==> config.mk <==
export PLATFORM = sky130hd
export DESIGN_NAME = hashed_map_tile_plane_row_generator_flat
export DESIGN_NICKNAME = d
export VERILOG_FILES = /design/src/design/hmtp_pkg.sv /design/src/design/hmtp_req_if.sv /design/src/design/hmtp_rsp_if.sv /design/src/design/hmtp_tile_draw.sv /design/src/design/hashed_map_tile_plane_row_generator.sv /design/src/flat_wrapper.sv
export SDC_FILE = /design/constraint.sdc
export NUM_CORES = 1
export LEC_CHECK = 0
export BUFFER_PORTS_ARGS = -buffer_cell sky130_fd_sc_hd__buf_2
export CELL_PAD_IN_SITES_DETAIL_PLACEMENT = 2
export CELL_PAD_IN_SITES_GLOBAL_PLACEMENT = 2
export CORE_MARGIN = 2
export CORE_UTILIZATION = 39
export DETAILED_ROUTE_END_ITERATION = 10
export MAX_ROUTING_LAYER = met4
export PLACE_DENSITY = 0.81
export RECOVER_POWER = 100
export REMOVE_ABC_BUFFERS = 1
export SLEW_MARGIN = 20
export SYNTH_ARGS = -nofsm -noshare
export SYNTH_HDL_FRONTEND = slang
export SYNTH_SLANG_ARGS = --single-unit
==> constraint.sdc <==
create_clock -name clk -period 5.88 [get_ports clk]
set_clock_uncertainty 0.2 [all_clocks]
set_input_delay 1.176 -clock clk [delete_from_list [all_inputs] [get_ports clk]]
set_output_delay 1.176 -clock clk [all_outputs]
set_load 0.02 [all_outputs]
==> src/design/hmtp_pkg.sv <==
`timescale 1ns / 1ps

package hmtp_pkg;

	// Field widths of the item on each channel.
	localparam int COORD_W = 16;
	localparam int LINE_W  = 4;
	localparam int PLANE_W = 3;
	localparam int WORD_W  = 16;

	// Defaults for the map size and the number of planes.
	localparam int MAP_COLS_DEF   = 256;
	localparam int MAP_ROWS_DEF   = 128;
	localparam int NUM_PLANES_DEF = 6;

	// Hash constants.
	localparam logic [31:0] HASH_MUL_X = 32'h9e3779b9;
	localparam logic [31:0] HASH_MUL_Y = 32'h85ebca6b;
	localparam logic [31:0] HASH_SEED  = 32'h00001021;
	localparam logic [31:0] HASH_MUL_2 = 32'h7feb352d;

	// Border on lines 1 to 14: leftmost and rightmost pixel only.
	localparam logic [WORD_W-1:0] EDGE_SIDE = 16'h8001;
	localparam logic [LINE_W-1:0] LINE_TOP  = 4'd0;
	localparam logic [LINE_W-1:0] LINE_BOT  = 4'd15;

	// Color indices per variant.
	localparam logic [3:0] BG_COLOR   [4] = '{4'd3, 4'd8, 4'd10, 4'd12};
	localparam logic [3:0] INK_COLOR  [4] = '{4'd5, 4'd7, 4'd13, 4'd14};
	localparam logic [3:0] EDGE_COLOR [4] = '{4'd15, 4'd6, 4'd9, 4'd11};

	// Everything the drawing stage needs for one item.
	typedef struct packed {
		logic [3:0]        glyph;
		logic [1:0]        variant;
		logic [LINE_W-1:0] line;
		logic              plane_ok;
		logic [1:0]        plane_bit;
	} draw_req_t;

	// Row of the 5x7 hex font; bit 4 is the leftmost column.
	function automatic logic [4:0] font_row(input logic [3:0] glyph, input logic [2:0] row);
		logic [34:0] rows;
		begin
			unique case (glyph)
				4'h0: rows = {5'h0e, 5'h11, 5'h13, 5'h15, 5'h19, 5'h11, 5'h0e};
				4'h1: rows = {5'h04, 5'h0c, 5'h04, 5'h04, 5'h04, 5'h04, 5'h0e};
				4'h2: rows = {5'h0e, 5'h11, 5'h01, 5'h02, 5'h04, 5'h08, 5'h1f};
				4'h3: rows = {5'h1e, 5'h01, 5'h01, 5'h0e, 5'h01, 5'h01, 5'h1e};
				4'h4: rows = {5'h02, 5'h06, 5'h0a, 5'h12, 5'h1f, 5'h02, 5'h02};
				4'h5: rows = {5'h1f, 5'h10, 5'h10, 5'h1e, 5'h01, 5'h01, 5'h1e};
				4'h6: rows = {5'h0e, 5'h10, 5'h10, 5'h1e, 5'h11, 5'h11, 5'h0e};
				4'h7: rows = {5'h1f, 5'h01, 5'h02, 5'h04, 5'h08, 5'h08, 5'h08};
				4'h8: rows = {5'h0e, 5'h11, 5'h11, 5'h0e, 5'h11, 5'h11, 5'h0e};
				4'h9: rows = {5'h0e, 5'h11, 5'h11, 5'h0f, 5'h01, 5'h01, 5'h0e};
				4'ha: rows = {5'h0e, 5'h11, 5'h11, 5'h1f, 5'h11, 5'h11, 5'h11};
				4'hb: rows = {5'h1e, 5'h11, 5'h11, 5'h1e, 5'h11, 5'h11, 5'h1e};
				4'hc: rows = {5'h0e, 5'h11, 5'h10, 5'h10, 5'h10, 5'h11, 5'h0e};
				4'hd: rows = {5'h1e, 5'h11, 5'h11, 5'h11, 5'h11, 5'h11, 5'h1e};
				4'he: rows = {5'h1f, 5'h10, 5'h10, 5'h1e, 5'h10, 5'h10, 5'h1f};
				4'hf: rows = {5'h1f, 5'h10, 5'h10, 5'h1e, 5'h10, 5'h10, 5'h10};
				default: rows = '0;
			endcase
			unique case (row)
				3'd0: font_row = rows[34:30];
				3'd1: font_row = rows[29:25];
				3'd2: font_row = rows[24:20];
				3'd3: font_row = rows[19:15];
				3'd4: font_row = rows[14:10];
				3'd5: font_row = rows[9:5];
				3'd6: font_row = rows[4:0];
				default: font_row = '0;
			endcase
		end
	endfunction

endpackage

==> src/design/hmtp_req_if.sv <==
`timescale 1ns / 1ps

interface hmtp_req_if import hmtp_pkg::*; ();
	logic               valid;
	logic               ready;
	logic [COORD_W-1:0] tile_col;
	logic [COORD_W-1:0] tile_row;
	logic [LINE_W-1:0]  tile_line;
	logic [PLANE_W-1:0] plane;

	modport source (output valid, tile_col, tile_row, tile_line, plane, input ready);
	modport sink (input valid, tile_col, tile_row, tile_line, plane, output ready);
endinterface

==> src/design/hmtp_rsp_if.sv <==
`timescale 1ns / 1ps

interface hmtp_rsp_if import hmtp_pkg::*; ();
	logic              valid;
	logic              ready;
	logic [WORD_W-1:0] plane_word;

	modport source (output valid, plane_word, input ready);
	modport sink (input valid, plane_word, output ready);
endinterface

==> src/design/hmtp_tile_draw.sv <==
`timescale 1ns / 1ps

// Draws one line of a tile: border, corner markers, double-size glyph, then
// picks the requested bit of each pixel's color index.
module hmtp_tile_draw import hmtp_pkg::*; (
	input  draw_req_t         req,
	output logic [WORD_W-1:0] word
);

	logic [WORD_W-1:0] edge_m;
	logic [WORD_W-1:0] mark_raw;
	logic [WORD_W-1:0] mark_m;
	logic [WORD_W-1:0] gly_raw;
	logic [WORD_W-1:0] gly_m;
	logic [WORD_W-1:0] back_m;
	logic [4:0]        font_bits;
	logic [2:0]        font_sel;
	logic [LINE_W-1:0] line_m1;
	logic              big;
	logic [3:0]        bg_c;
	logic [3:0]        ink_c;
	logic [3:0]        edge_c;

	assign big = req.variant[0];
	assign line_m1 = req.line - LINE_W'(1);
	assign font_sel = line_m1[3:1];
	assign font_bits = font_row(req.glyph, font_sel);

	always_comb begin
		edge_m = (req.line == LINE_TOP || req.line == LINE_BOT) ? '1 : EDGE_SIDE;

		mark_raw = '0;
		// Top-left marker covers pixels 1..size on the first size lines.
		if (big) begin
			if (req.line < LINE_W'(3)) mark_raw = mark_raw | 16'h7000;
		end else begin
			if (req.line < LINE_W'(2)) mark_raw = mark_raw | 16'h6000;
		end
		// The bottom-right marker appears only on the upper two variants.
		if (req.variant[1]) begin
			if (big) begin
				if (req.line >= LINE_W'(12)) mark_raw = mark_raw | 16'h000e;
			end else begin
				if (req.line >= LINE_W'(13)) mark_raw = mark_raw | 16'h0006;
			end
		end
		mark_m = mark_raw & ~edge_m;

		gly_raw = '0;
		if (req.line != LINE_TOP && req.line != LINE_BOT) begin
			for (int g = 0; g < 5; g++) begin
				if (font_bits[4-g]) begin
					gly_raw[12-2*g] = 1'b1;
					gly_raw[11-2*g] = 1'b1;
				end
			end
		end
		gly_m = gly_raw & ~(edge_m | mark_m);
		back_m = ~(edge_m | mark_m | gly_m);

		bg_c   = BG_COLOR[req.variant];
		ink_c  = INK_COLOR[req.variant];
		edge_c = EDGE_COLOR[req.variant];

		word = '0;
		if (req.plane_ok) begin
			if (bg_c[req.plane_bit])   word = word | back_m;
			if (edge_c[req.plane_bit]) word = word | edge_m;
			if (ink_c[req.plane_bit])  word = word | mark_m | gly_m;
		end
	end

endmodule

==> src/design/hashed_map_tile_plane_row_generator.sv <==
`timescale 1ns / 1ps

// Channel  Direction  Contents
// req      in         tile_col, tile_row, tile_line, plane
// rsp      out        plane_word
//
// Five register stages, s1 to s5, in turn carry an item from req to rsp, and one
// item can enter every cycle while rsp does not stall. The depth follows the four
// multiplications (wrap quotient, remainder, coordinate hash, second hash
// round), each followed by a register, with the drawing in the last stage.
// arst_n clears the valid bits of all stages; payload registers are not reset.
// A stall on rsp holds the output word while empty stages behind it fill up.
module hashed_map_tile_plane_row_generator import hmtp_pkg::*; #(
	parameter int MAP_COLS   = MAP_COLS_DEF,
	parameter int MAP_ROWS   = MAP_ROWS_DEF,
	parameter int NUM_PLANES = NUM_PLANES_DEF
) (
	input  logic        clk,
	input  logic        arst_n,
	hmtp_req_if.sink    req,
	hmtp_rsp_if.source  rsp
);

	// Wrapped coordinate widths.
	localparam int XW = (MAP_COLS > 1) ? $clog2(MAP_COLS) : 1;
	localparam int YW = (MAP_ROWS > 1) ? $clog2(MAP_ROWS) : 1;

	// Floor reciprocals scaled by 2^32. For inputs below 2^16 the quotient
	// estimate is at most one short, so one conditional subtract fixes it.
	localparam logic [32:0] RECIP_COLS = 33'((64'd1 << 32) / MAP_COLS);
	localparam logic [32:0] RECIP_ROWS = 33'((64'd1 << 32) / MAP_ROWS);
	localparam logic [16:0] COLS_17    = 17'(MAP_COLS);
	localparam logic [16:0] ROWS_17    = 17'(MAP_ROWS);
	localparam logic [3:0]  PCOUNT_4   = 4'(NUM_PLANES);

	// Handshake per stage.
	logic valid_s1, valid_s2, valid_s3, valid_s4, valid_s5;
	logic ready_s1, ready_s2, ready_s3, ready_s4, ready_s5;

	assign ready_s5 = !valid_s5 || rsp.ready;
	assign ready_s4 = !valid_s4 || ready_s5;
	assign ready_s3 = !valid_s3 || ready_s4;
	assign ready_s2 = !valid_s2 || ready_s3;
	assign ready_s1 = !valid_s1 || ready_s2;
	assign req.ready = ready_s1;

	always_ff @(posedge clk or negedge arst_n) begin
		if (!arst_n) begin
			valid_s1 <= 1'b0;
			valid_s2 <= 1'b0;
			valid_s3 <= 1'b0;
			valid_s4 <= 1'b0;
			valid_s5 <= 1'b0;
		end else begin
			if (ready_s1) valid_s1 <= req.valid;
			if (ready_s2) valid_s2 <= valid_s1;
			if (ready_s3) valid_s3 <= valid_s2;
			if (ready_s4) valid_s4 <= valid_s3;
			if (ready_s5) valid_s5 <= valid_s4;
		end
	end

	// Stage 1: quotient estimates for the wrap, and plane qualification.
	// Color indices are four bits wide, so only planes 0 to 3 can be nonzero.
	logic [48:0]        qx_prod, qy_prod;
	logic [COORD_W-1:0] col_s1, row_s1, qx_s1, qy_s1;
	logic [LINE_W-1:0]  line_s1;
	logic               pok_s1;
	logic [1:0]         pbit_s1;

	assign qx_prod = 49'(req.tile_col) * 49'(RECIP_COLS);
	assign qy_prod = 49'(req.tile_row) * 49'(RECIP_ROWS);

	always_ff @(posedge clk) begin
		if (ready_s1) begin
			col_s1  <= req.tile_col;
			row_s1  <= req.tile_row;
			qx_s1   <= qx_prod[47:32];
			qy_s1   <= qy_prod[47:32];
			line_s1 <= req.tile_line;
			pok_s1  <= ({1'b0, req.plane} < PCOUNT_4) && !req.plane[2];
			pbit_s1 <= req.plane[1:0];
		end
	end

	// Stage 2: remainder, corrected by one subtract.
	logic [31:0]       mx_prod, my_prod;
	logic [16:0]       rx_raw, ry_raw, rx, ry;
	logic [XW-1:0]     x_s2;
	logic [YW-1:0]     y_s2;
	logic [LINE_W-1:0] line_s2;
	logic              pok_s2;
	logic [1:0]        pbit_s2;

	assign mx_prod = 32'(qx_s1) * 32'(COLS_17);
	assign my_prod = 32'(qy_s1) * 32'(ROWS_17);
	assign rx_raw  = 17'(col_s1) - mx_prod[16:0];
	assign ry_raw  = 17'(row_s1) - my_prod[16:0];
	assign rx      = (rx_raw >= COLS_17) ? rx_raw - COLS_17 : rx_raw;
	assign ry      = (ry_raw >= ROWS_17) ? ry_raw - ROWS_17 : ry_raw;

	always_ff @(posedge clk) begin
		if (ready_s2) begin
			x_s2    <= rx[XW-1:0];
			y_s2    <= ry[YW-1:0];
			line_s2 <= line_s1;
			pok_s2  <= pok_s1;
			pbit_s2 <= pbit_s1;
		end
	end

	// Stage 3: first hash round, both products in parallel, then fold.
	logic [31:0]       hx, hy, h0;
	logic [31:0]       h_s3;
	logic [LINE_W-1:0] line_s3;
	logic              pok_s3;
	logic [1:0]        pbit_s3;

	assign hx = 32'(x_s2) * HASH_MUL_X;
	assign hy = 32'(y_s2) * HASH_MUL_Y;
	assign h0 = hx ^ hy ^ HASH_SEED;

	always_ff @(posedge clk) begin
		if (ready_s3) begin
			h_s3    <= h0 ^ (h0 >> 16);
			line_s3 <= line_s2;
			pok_s3  <= pok_s2;
			pbit_s3 <= pbit_s2;
		end
	end

	// Stage 4: second hash multiply.
	logic [31:0]       h_s4;
	logic [LINE_W-1:0] line_s4;
	logic              pok_s4;
	logic [1:0]        pbit_s4;

	always_ff @(posedge clk) begin
		if (ready_s4) begin
			h_s4    <= h_s3 * HASH_MUL_2;
			line_s4 <= line_s3;
			pok_s4  <= pok_s3;
			pbit_s4 <= pbit_s3;
		end
	end

	// Stage 5: final fold (only the six low bits are used), then draw.
	logic [5:0]        h_low;
	draw_req_t         draw_req;
	logic [WORD_W-1:0] draw_word;
	logic [WORD_W-1:0] word_s5;
	logic [LINE_W-1:0] line_s5;
	logic              pok_s5;

	assign h_low = h_s4[5:0] ^ h_s4[20:15];

	always_comb begin
		draw_req.glyph     = h_low[3:0];
		draw_req.variant   = h_low[5:4];
		draw_req.line      = line_s4;
		draw_req.plane_ok  = pok_s4;
		draw_req.plane_bit = pbit_s4;
	end

	hmtp_tile_draw u_draw (
		.req  (draw_req),
		.word (draw_word)
	);

	always_ff @(posedge clk) begin
		if (ready_s5) begin
			word_s5 <= draw_word;
			line_s5 <= line_s4;
			pok_s5  <= pok_s4;
		end
	end

	assign rsp.valid      = valid_s5;
	assign rsp.plane_word = word_s5;

	// A plane with no color bit must come out blank.
	a_plane_off_blank: assert property (@(posedge clk) disable iff (!arst_n)
		valid_s5 && !pok_s5 |-> word_s5 == '0)
		else $error("disabled plane produced a nonzero word");

	// Top and bottom lines are pure border: all pixels share one color.
	a_edge_line_uniform: assert property (@(posedge clk) disable iff (!arst_n)
		valid_s5 && (line_s5 == LINE_TOP || line_s5 == LINE_BOT) |->
		(word_s5 == '0 || word_s5 == '1))
		else $error("border line is not uniform");

	// On inner lines the two outermost pixels are both border.
	a_side_border_match: assert property (@(posedge clk) disable iff (!arst_n)
		valid_s5 && line_s5 != LINE_TOP && line_s5 != LINE_BOT |->
		word_s5[WORD_W-1] == word_s5[0])
		else $error("left and right border pixels differ");

	// An output only becomes valid by moving an item out of stage four.
	a_out_from_s4: assert property (@(posedge clk) disable iff (!arst_n)
		$rose(valid_s5) |-> $past(valid_s4))
		else $error("output valid without an item in stage four");

endmodule
==> src/flat_wrapper.sv <==
// flat-port wrapper written by rule: the top's interface ports become plain ports
module hashed_map_tile_plane_row_generator_flat import hmtp_pkg::*;
#(
	parameter int MAP_COLS   = MAP_COLS_DEF,
	parameter int MAP_ROWS   = MAP_ROWS_DEF,
	parameter int NUM_PLANES = NUM_PLANES_DEF
)
  (clk, arst_n, req_valid, req_tile_col, req_tile_row, req_tile_line, req_plane, req_ready, rsp_valid, rsp_plane_word, rsp_ready);
  hmtp_req_if req_i ();
  hmtp_rsp_if rsp_i ();
  input  logic clk;
  input  logic arst_n;
  input wire logic [$bits(req_i.valid)-1:0] req_valid;
  input wire logic [$bits(req_i.tile_col)-1:0] req_tile_col;
  input wire logic [$bits(req_i.tile_row)-1:0] req_tile_row;
  input wire logic [$bits(req_i.tile_line)-1:0] req_tile_line;
  input wire logic [$bits(req_i.plane)-1:0] req_plane;
  output wire logic [$bits(req_i.ready)-1:0] req_ready;
  output wire logic [$bits(rsp_i.valid)-1:0] rsp_valid;
  output wire logic [$bits(rsp_i.plane_word)-1:0] rsp_plane_word;
  input wire logic [$bits(rsp_i.ready)-1:0] rsp_ready;
  assign req_i.valid = req_valid;
  assign req_i.tile_col = req_tile_col;
  assign req_i.tile_row = req_tile_row;
  assign req_i.tile_line = req_tile_line;
  assign req_i.plane = req_plane;
  assign req_ready = req_i.ready;
  assign rsp_valid = rsp_i.valid;
  assign rsp_plane_word = rsp_i.plane_word;
  assign rsp_i.ready = rsp_ready;
  hashed_map_tile_plane_row_generator #(.MAP_COLS(MAP_COLS), .MAP_ROWS(MAP_ROWS), .NUM_PLANES(NUM_PLANES)) u_core (.clk(clk), .arst_n(arst_n), .req(req_i), .rsp(rsp_i));
endmodule
Word-level counts from Yosys, hierarchy flattened
Memory sizes are Yosys's and may differ from the RTL's. Index checks and enable logic that the tools add are counted.

Register bits: 166. ROM bits: 560. Bits of input ports: 43. Output and inout bits: 18. Logic and storage cells: 121. Memories: 1.

$add $sub $neg: 5. $mul: 3. $lt $le $gt $ge: 9. Equality and inequality tests: 8. Muxes and demuxes: 37. Bitwise logic cells: 15. Reduce and logical (&&, ||, !) cells: 17.

Memory list: (name not given) (depth 16, bits a word 35, read ports 1, clocked after Yosys merged registers in 0, write ports 0, line hmtp_pkg.sv:45) `unique case (glyph)`.

Operators with widths (number): two-way mux 16 bit (5); OR 16 bit (5); two-way mux 15 bit (4); NOT 16 bit (3); two-way mux 4 bit (9); one-hot mux 5 bit (7 select lines) (1); subtractor 16 x 16 -> 17 bit (2); multiplier 32 x 31 -> 21 bit, second input constant (1); multiplier 7 x 32 -> 32 bit, second input constant (1); multiplier 8 x 32 -> 32 bit, second input constant (1); bitwise XOR 32 x 16 -> 32 bit (1); bitwise XOR 32 bit (1); binary-select mux 4 bit (select 2 bit) (3); greater-or-equal comparator 17 x 8 -> 1 bit, second input constant (1); greater-or-equal comparator 17 x 9 -> 1 bit, second input constant (1); bitwise AND 13 x 16 -> 16 bit (1); bitwise AND 15 x 16 -> 16 bit (1); two-way mux 10 bit (1); two-way mux 2 bit (5); == test 3 bit, second input constant (3); greater-or-equal comparator 4 bit, second input constant (2); less-than comparator 4 x 2 -> 1 bit, second input constant (2); two-way mux 8 bit (1); subtractor 8 x 1 -> 8 bit, second input constant (1); other kinds (22) (38).

Depth between registers and ports, before layout
Word-level depth: 20. Depth in mapped cells: 20. Mapped depth without buffers: 20.

Modules after synthesis
Synthesis repeated with hierarchy kept, for this count alone.

Cell total of the unflattened synthesis: 1467. Area, all modules: 15169.5 um2.

Modules (own cells, without submodules): hashed_map_tile_plane_row_generator (times used 1, cells an instance 1248, area an instance 13690.6 um2, seq. area each 3338.2 um2); hmtp_tile_draw (times used 1, cells an instance 219, area an instance 1478.9 um2, seq. area each 0.0 um2).

Worst setup path before layout
OpenSTA, ideal clock, no wires.

Kind: flip-flop to flip-flop. Start: reg u_core.h_s3[7]. End: reg u_core.h_s4[20] (data pin). Setup time: 260 ps. Arrival: 5013 ps. Data required time: 5420 ps. Slack: 407 ps. Cell stages (with the launch flop): 19. Path buffers: 0. Clock period less this slack: 5473 ps. Cell sequence: edfxtp_1 ha_1 ha_1 fa_1 fa_1 inv_1 fa_1 fa_1 inv_1 fa_1 ha_1 nand3_1 o22ai_1 nor2_1 o21ai_0 a311o_1 a31oi_1 o21ai_0 xnor2_1.

Word-level cells in the longest chain between the ends: 1.

Ends and longest elaborated chain: from (decl) (line hashed_map_tile_plane_row_generator.sv:114) `logic [31:0] h_s3;`; from (signal assigned) (line hashed_map_tile_plane_row_generator.sv:125) `h_s3 <= h0 ^ (h0 >> 16);`; multiplier 32 x 31 -> 21 bit (line hashed_map_tile_plane_row_generator.sv:140) `h_s4 <= h_s3 * HASH_MUL_2;`; to (signal assigned) (line hashed_map_tile_plane_row_generator.sv:140); to (decl) (line hashed_map_tile_plane_row_generator.sv:133) `logic [31:0] h_s4;`.

Every way passes these cells. A chain may end at the register's enable or synchronous reset.

Worst setup path after layout
Start: reg u_core.h_s3[10]. End: reg u_core.h_s4[20] (data pin).

Same word-level chain as after synthesis.

==> summary.txt <==
==================================================================================================
Maximum buffer depth of the clock tree ..............................................            2
Initial core utilization ............................................................       0.3974
Clock latency reported for the late side of the worst-skew pair .....................      0.39 ns
DR pass1 iterations .................................................................            5
Final setup violation count .........................................................            0
Depth of the CTS H-tree .............................................................            3
WP data arrival .....................................................................      5.68 ns
Post-detailed-placement half-perimeter wirelength ...................................     38.25 mm
Critical Path Sink Type .............................................................     register
Number of global-route vias before repair ...........................................       12.12k
# nets final ........................................................................         1913
Async S/R FF share, synth ...........................................................      0.04717
Number of slew-limit violations in the final report .................................           49
Final Wtd Congestion ................................................................       0.9313
Required time at the worst-slack endpoint ...........................................      5.83 ns
Antenna violation net count after detailed routing ..................................            0
Number of distinct library cells after synthesis ....................................           65
Result of the run ................................................................... complete, but fails checks
Leading register cell type out of synthesis ......................................... sky130_fd_sc_hd__edfxtp_1
Total track usage ...................................................................       0.2436
Die Width ...........................................................................     197.6 um
Count of final hold-check violations ................................................            0
Portion of the post-synthesis area used by sequential elements ......................       0.2160
Failing checks ...................................................................... capacitance limit, slew limit
IO Count ............................................................................           61
Mean Syn Cell Area ..................................................................  10.50 sq um
Area of the core .................................................................... 0.03679 sq mm
Final wirelength ....................................................................     44.24 mm
Worst setup slack for register-to-register paths ....................................      0.15 ns
Most common cell type on the critical path .......................................... sky130_fd_sc_hd__fa_1
CTS tree ............................................................................        built
Highest cell delay on the worst timing path .........................................      0.55 ns
Initial antenna violation count .....................................................            0
Average detailed-routed wire length per instance ....................................     22.88 um
Syn. warnings .......................................................................            0
Gate Count Post-Synth ...............................................................         1393
Fin crit share ......................................................................       0.9746
Critical path fanouts, max ..........................................................            4
Cell with the biggest individual delay on the critical path ......................... sky130_fd_sc_hd__fa_1
Number of buffers inserted during clock tree synthesis ..............................            9
Measured slew at the worst slew-check pin ...........................................     1.590 ns
Biggest area contributors in the synthesized netlist ................................ sky130_fd_sc_hd__fa_1, sky130_fd_sc_hd__edfxtp_1, sky130_fd_sc_hd__ha_1, sky130_fd_sc_hd__inv_1, sky130_fd_sc_hd__xnor2_1
Post-synthesis cell area ............................................................ 0.01462 sq mm
Root buffer cell .................................................................... sky130_fd_sc_hd__clkbuf_16
DRC violations left .................................................................            0
Area growth from synthesis to final layout ..........................................       8.198%
Via count ...........................................................................       10.23k
Proportion of netlist area held by the largest area contributor .....................       0.2314
Antenna diode count .................................................................            0
# clock sinks .......................................................................          106
Hold bufs inserted after CTS ........................................................            0
MaxCap Viol Count ...................................................................            2
Critical path launch point type .....................................................     register
Yosys reg bits ......................................................................          106
Multi-input logic area .............................................................. 0.01014 sq mm
Max frequency .......................................................................   0.1745 GHz
Maximum number of pins on one net before global-route repair ........................           30
Post-detailed-placement cell area ................................................... 0.01545 sq mm
Max-slew headroom ...................................................................     -0.06027
DR iter-0 viols .....................................................................          399
Number of enable flip-flop cells after synthesis ....................................          101
Storage element area ................................................................ 0.003158 sq mm
First-pass GRT wire length ..........................................................     68.97 mm
Worst min path class ................................................................ register to register
Clock transition time at the flip-flop clock pins of the worst setup and hold paths .      0.09 ns
Cell taking the most area after synthesis ........................................... sky130_fd_sc_hd__fa_1
Vias per inst .......................................................................        5.290
Fin crit period .....................................................................     5.731 ns
FILL cells ..........................................................................         3938
Share of cells above drive strength 1 ...............................................      0.06139
Port Buffers ........................................................................           43
Design area ......................................................................... 0.01582 sq mm
Sequence of cells on the critical path .............................................. ha_1 > ha_1 > fa_1 > fa_1 > fa_1 > fa_1 > inv_1 > fa_1 > inv_1 > ha_1 > and2_1 > a311o_1 > a31oi_4 > o21ai_2 > xnor2_1
Crit Path Category .................................................................. register to register
Std cell rows .......................................................................           70
Overall die area .................................................................... 0.03905 sq mm
Remaining global-route overflow .....................................................            0
Vert. Die Dim .......................................................................     197.6 um
==================================================================================================
## worst paths after layout
| path | endpoint | cells past startpoint | from |
|---|---|---|---|
| max reg2reg | u_core.h_s4[20] | 15 | u_core.h_s3[10] |
| min in group asynchronous | u_core.valid_s2 | 1 | arst_n |
| min reg2reg | u_core.pbit_s4[0] | 0 | u_core.pbit_s3[0] |
| max | u_core.h_s4[20] | 15 | u_core.h_s3[10] |
| min | u_core.pbit_s4[0] | 0 | u_core.pbit_s3[0] |
| max in group asynchronous | u_core.rsp.valid | 1 | arst_n |
## repair_timing
action / 4_1_cts / 5_1_grt
endpoints found under the setup margin: 2 / 6
setup buffers: 1 / 4
resized for setup: 5 / 7
pin swaps: 1 / 7
## cell type report
class / instances / share of cell area
Sequential cell: 106 / 0.1996
Inverter: 319 / 0.07569
Multi-Input combinational cell: 949 / 0.6411
Tap cell: 468 / 0.03702
Clock inverter: 7 / 0.006249
Clock buffer: 9 / 0.01424
Timing Repair Buffer: 76 / 0.02610
## critical path, delay by kind of cell, from the launching register on
kind,cells,cell delay (ns)
simple gates,1,0.20
compound gates,3,0.69
buf+inv,2,0.12
fa+ha+maj,8,3.69
xor+xnor,1,0.13
flops,1,0.46
## flip-flops by register name, indices dropped and copies added (netlist names), 2 cells and up
register               flops
u_core.pbit_s3             2
u_core.line_s2             4
u_core.x_s2                8
u_core.rsp.plane_word     10
u_core.line_s1             4
u_core.h_s3               21
u_core.h_s4               12
u_core.col_s1              8
u_core.line_s4             4
u_core.pbit_s2             2
u_core.row_s1              7
u_core.line_s3             4
u_core.pbit_s4             2
u_core.pbit_s1             2
u_core.y_s2                7
## placed cells by master (no fill, tap or decap), drive strengths merged, types with 5 or more instances in the layout
cell type	synthesis	routed
o21ai	30	30
edfxtp	101	101
nor3	22	22
o21bai	5	5
clkbuf	8	37
xnor2	125	125
o31ai	6	6
nand2b	8	8
a31oi	14	14
a31o	6	6
inv	319	324
a21boi	12	12
ha	240	240
a211oi	10	10
and3	7	7
xor2	21	21
nand3	14	14
dfrtp	5	5
mux2i	11	11
and2	6	6
or3	5	5
nor2	40	40
a21o	32	32
fa	169	169
or2	9	9
o21a	10	10
buf	11	48
nand2	44	44
a21oi	47	47
## layer usage
layer | routed length (um) | part of all wire | track usage | up-vias
met3 | 757 | 0.017 | 0.02100 | 59
li1 | - | - | - | 4722
met1 | 17770 | 0.40 | 0.2707 | 5328
met4 | 1011 | 0.023 | 0.06405 | 0
met5 | 0 | 0 | - | -
met2 | 24710 | 0.56 | 0.4653 | 121
## logic make-up (layout without fill, tap and decap cells)
logic type / after synthesis / after routing / share of synthesized area
buffers and inverters: 338 / 411 / 0.09405
XOR/XNOR: 148 / 148 / 0.09054
AO/OA/AOI/OAI: 206 / 206 / 0.09534
multiplexers: 12 / 12 / 0.009072
AND/OR/NAND/NOR: 173 / 173 / 0.05751
adder cells (fa/ha/maj): 410 / 410 / 0.4375
flip-flops: 106 / 106 / 0.2160
## synth_stat cells (4+ instances only)
| cell | instances |
|---|---|
| sky130_fd_sc_hd__fa_1 | 169 |
| sky130_fd_sc_hd__inv_1 | 319 |
| sky130_fd_sc_hd__nor2b_1 | 4 |
| sky130_fd_sc_hd__a21o_1 | 32 |
| sky130_fd_sc_hd__nand2_1 | 44 |
| sky130_fd_sc_hd__o31ai_1 | 5 |
| sky130_fd_sc_hd__ha_1 | 240 |
| sky130_fd_sc_hd__a21boi_0 | 11 |
| sky130_fd_sc_hd__nand2b_1 | 8 |
| sky130_fd_sc_hd__and3_1 | 7 |
| sky130_fd_sc_hd__o21ai_0 | 28 |
| sky130_fd_sc_hd__o21bai_1 | 5 |
| sky130_fd_sc_hd__clkbuf_8 | 5 |
| sky130_fd_sc_hd__dfrtp_1 | 5 |
| sky130_fd_sc_hd__a31o_2 | 6 |
| sky130_fd_sc_hd__buf_6 | 4 |
| sky130_fd_sc_hd__nand3_1 | 14 |
| sky130_fd_sc_hd__or3_1 | 5 |
| sky130_fd_sc_hd__xor2_1 | 21 |
| sky130_fd_sc_hd__and2_1 | 6 |
| sky130_fd_sc_hd__a2bb2oi_1 | 4 |
| sky130_fd_sc_hd__a211oi_1 | 9 |
| sky130_fd_sc_hd__xnor2_1 | 125 |
| sky130_fd_sc_hd__buf_4 | 7 |
| sky130_fd_sc_hd__or2_2 | 8 |
| sky130_fd_sc_hd__edfxtp_1 | 101 |
| sky130_fd_sc_hd__a21oi_1 | 47 |
| sky130_fd_sc_hd__nor2_1 | 40 |
| sky130_fd_sc_hd__o21a_1 | 10 |
| sky130_fd_sc_hd__nor3_1 | 22 |
| sky130_fd_sc_hd__a31oi_1 | 14 |
| sky130_fd_sc_hd__mux2i_1 | 11 |
## stage by stage
step | setup slack (ns) | hold slack, ns | std cells | util | setup TNS [ns]
final | 0.1492 | 0.2272 | 1934 | 0.4300 | 0
after global routing | -0.01654 | 0.2313 | 1934 | 0.4300 | -0.01654
after CTS | 0.006728 | 0.2296 | 1930 | 0.4297 | 0
after detailed placement | -0.2899 | 0.2073 | 1913 | 0.4201 | -0.4647
after global placement | 0.01859 | 0.2026 | 1913 | 0.4201 | 0
after floorplan | 0.4069 | 0.2003 | 1374 | - | 0
Power is not shown: default switching activity piles up to over one toggle a cycle in this logic, so the estimate is an artifact.
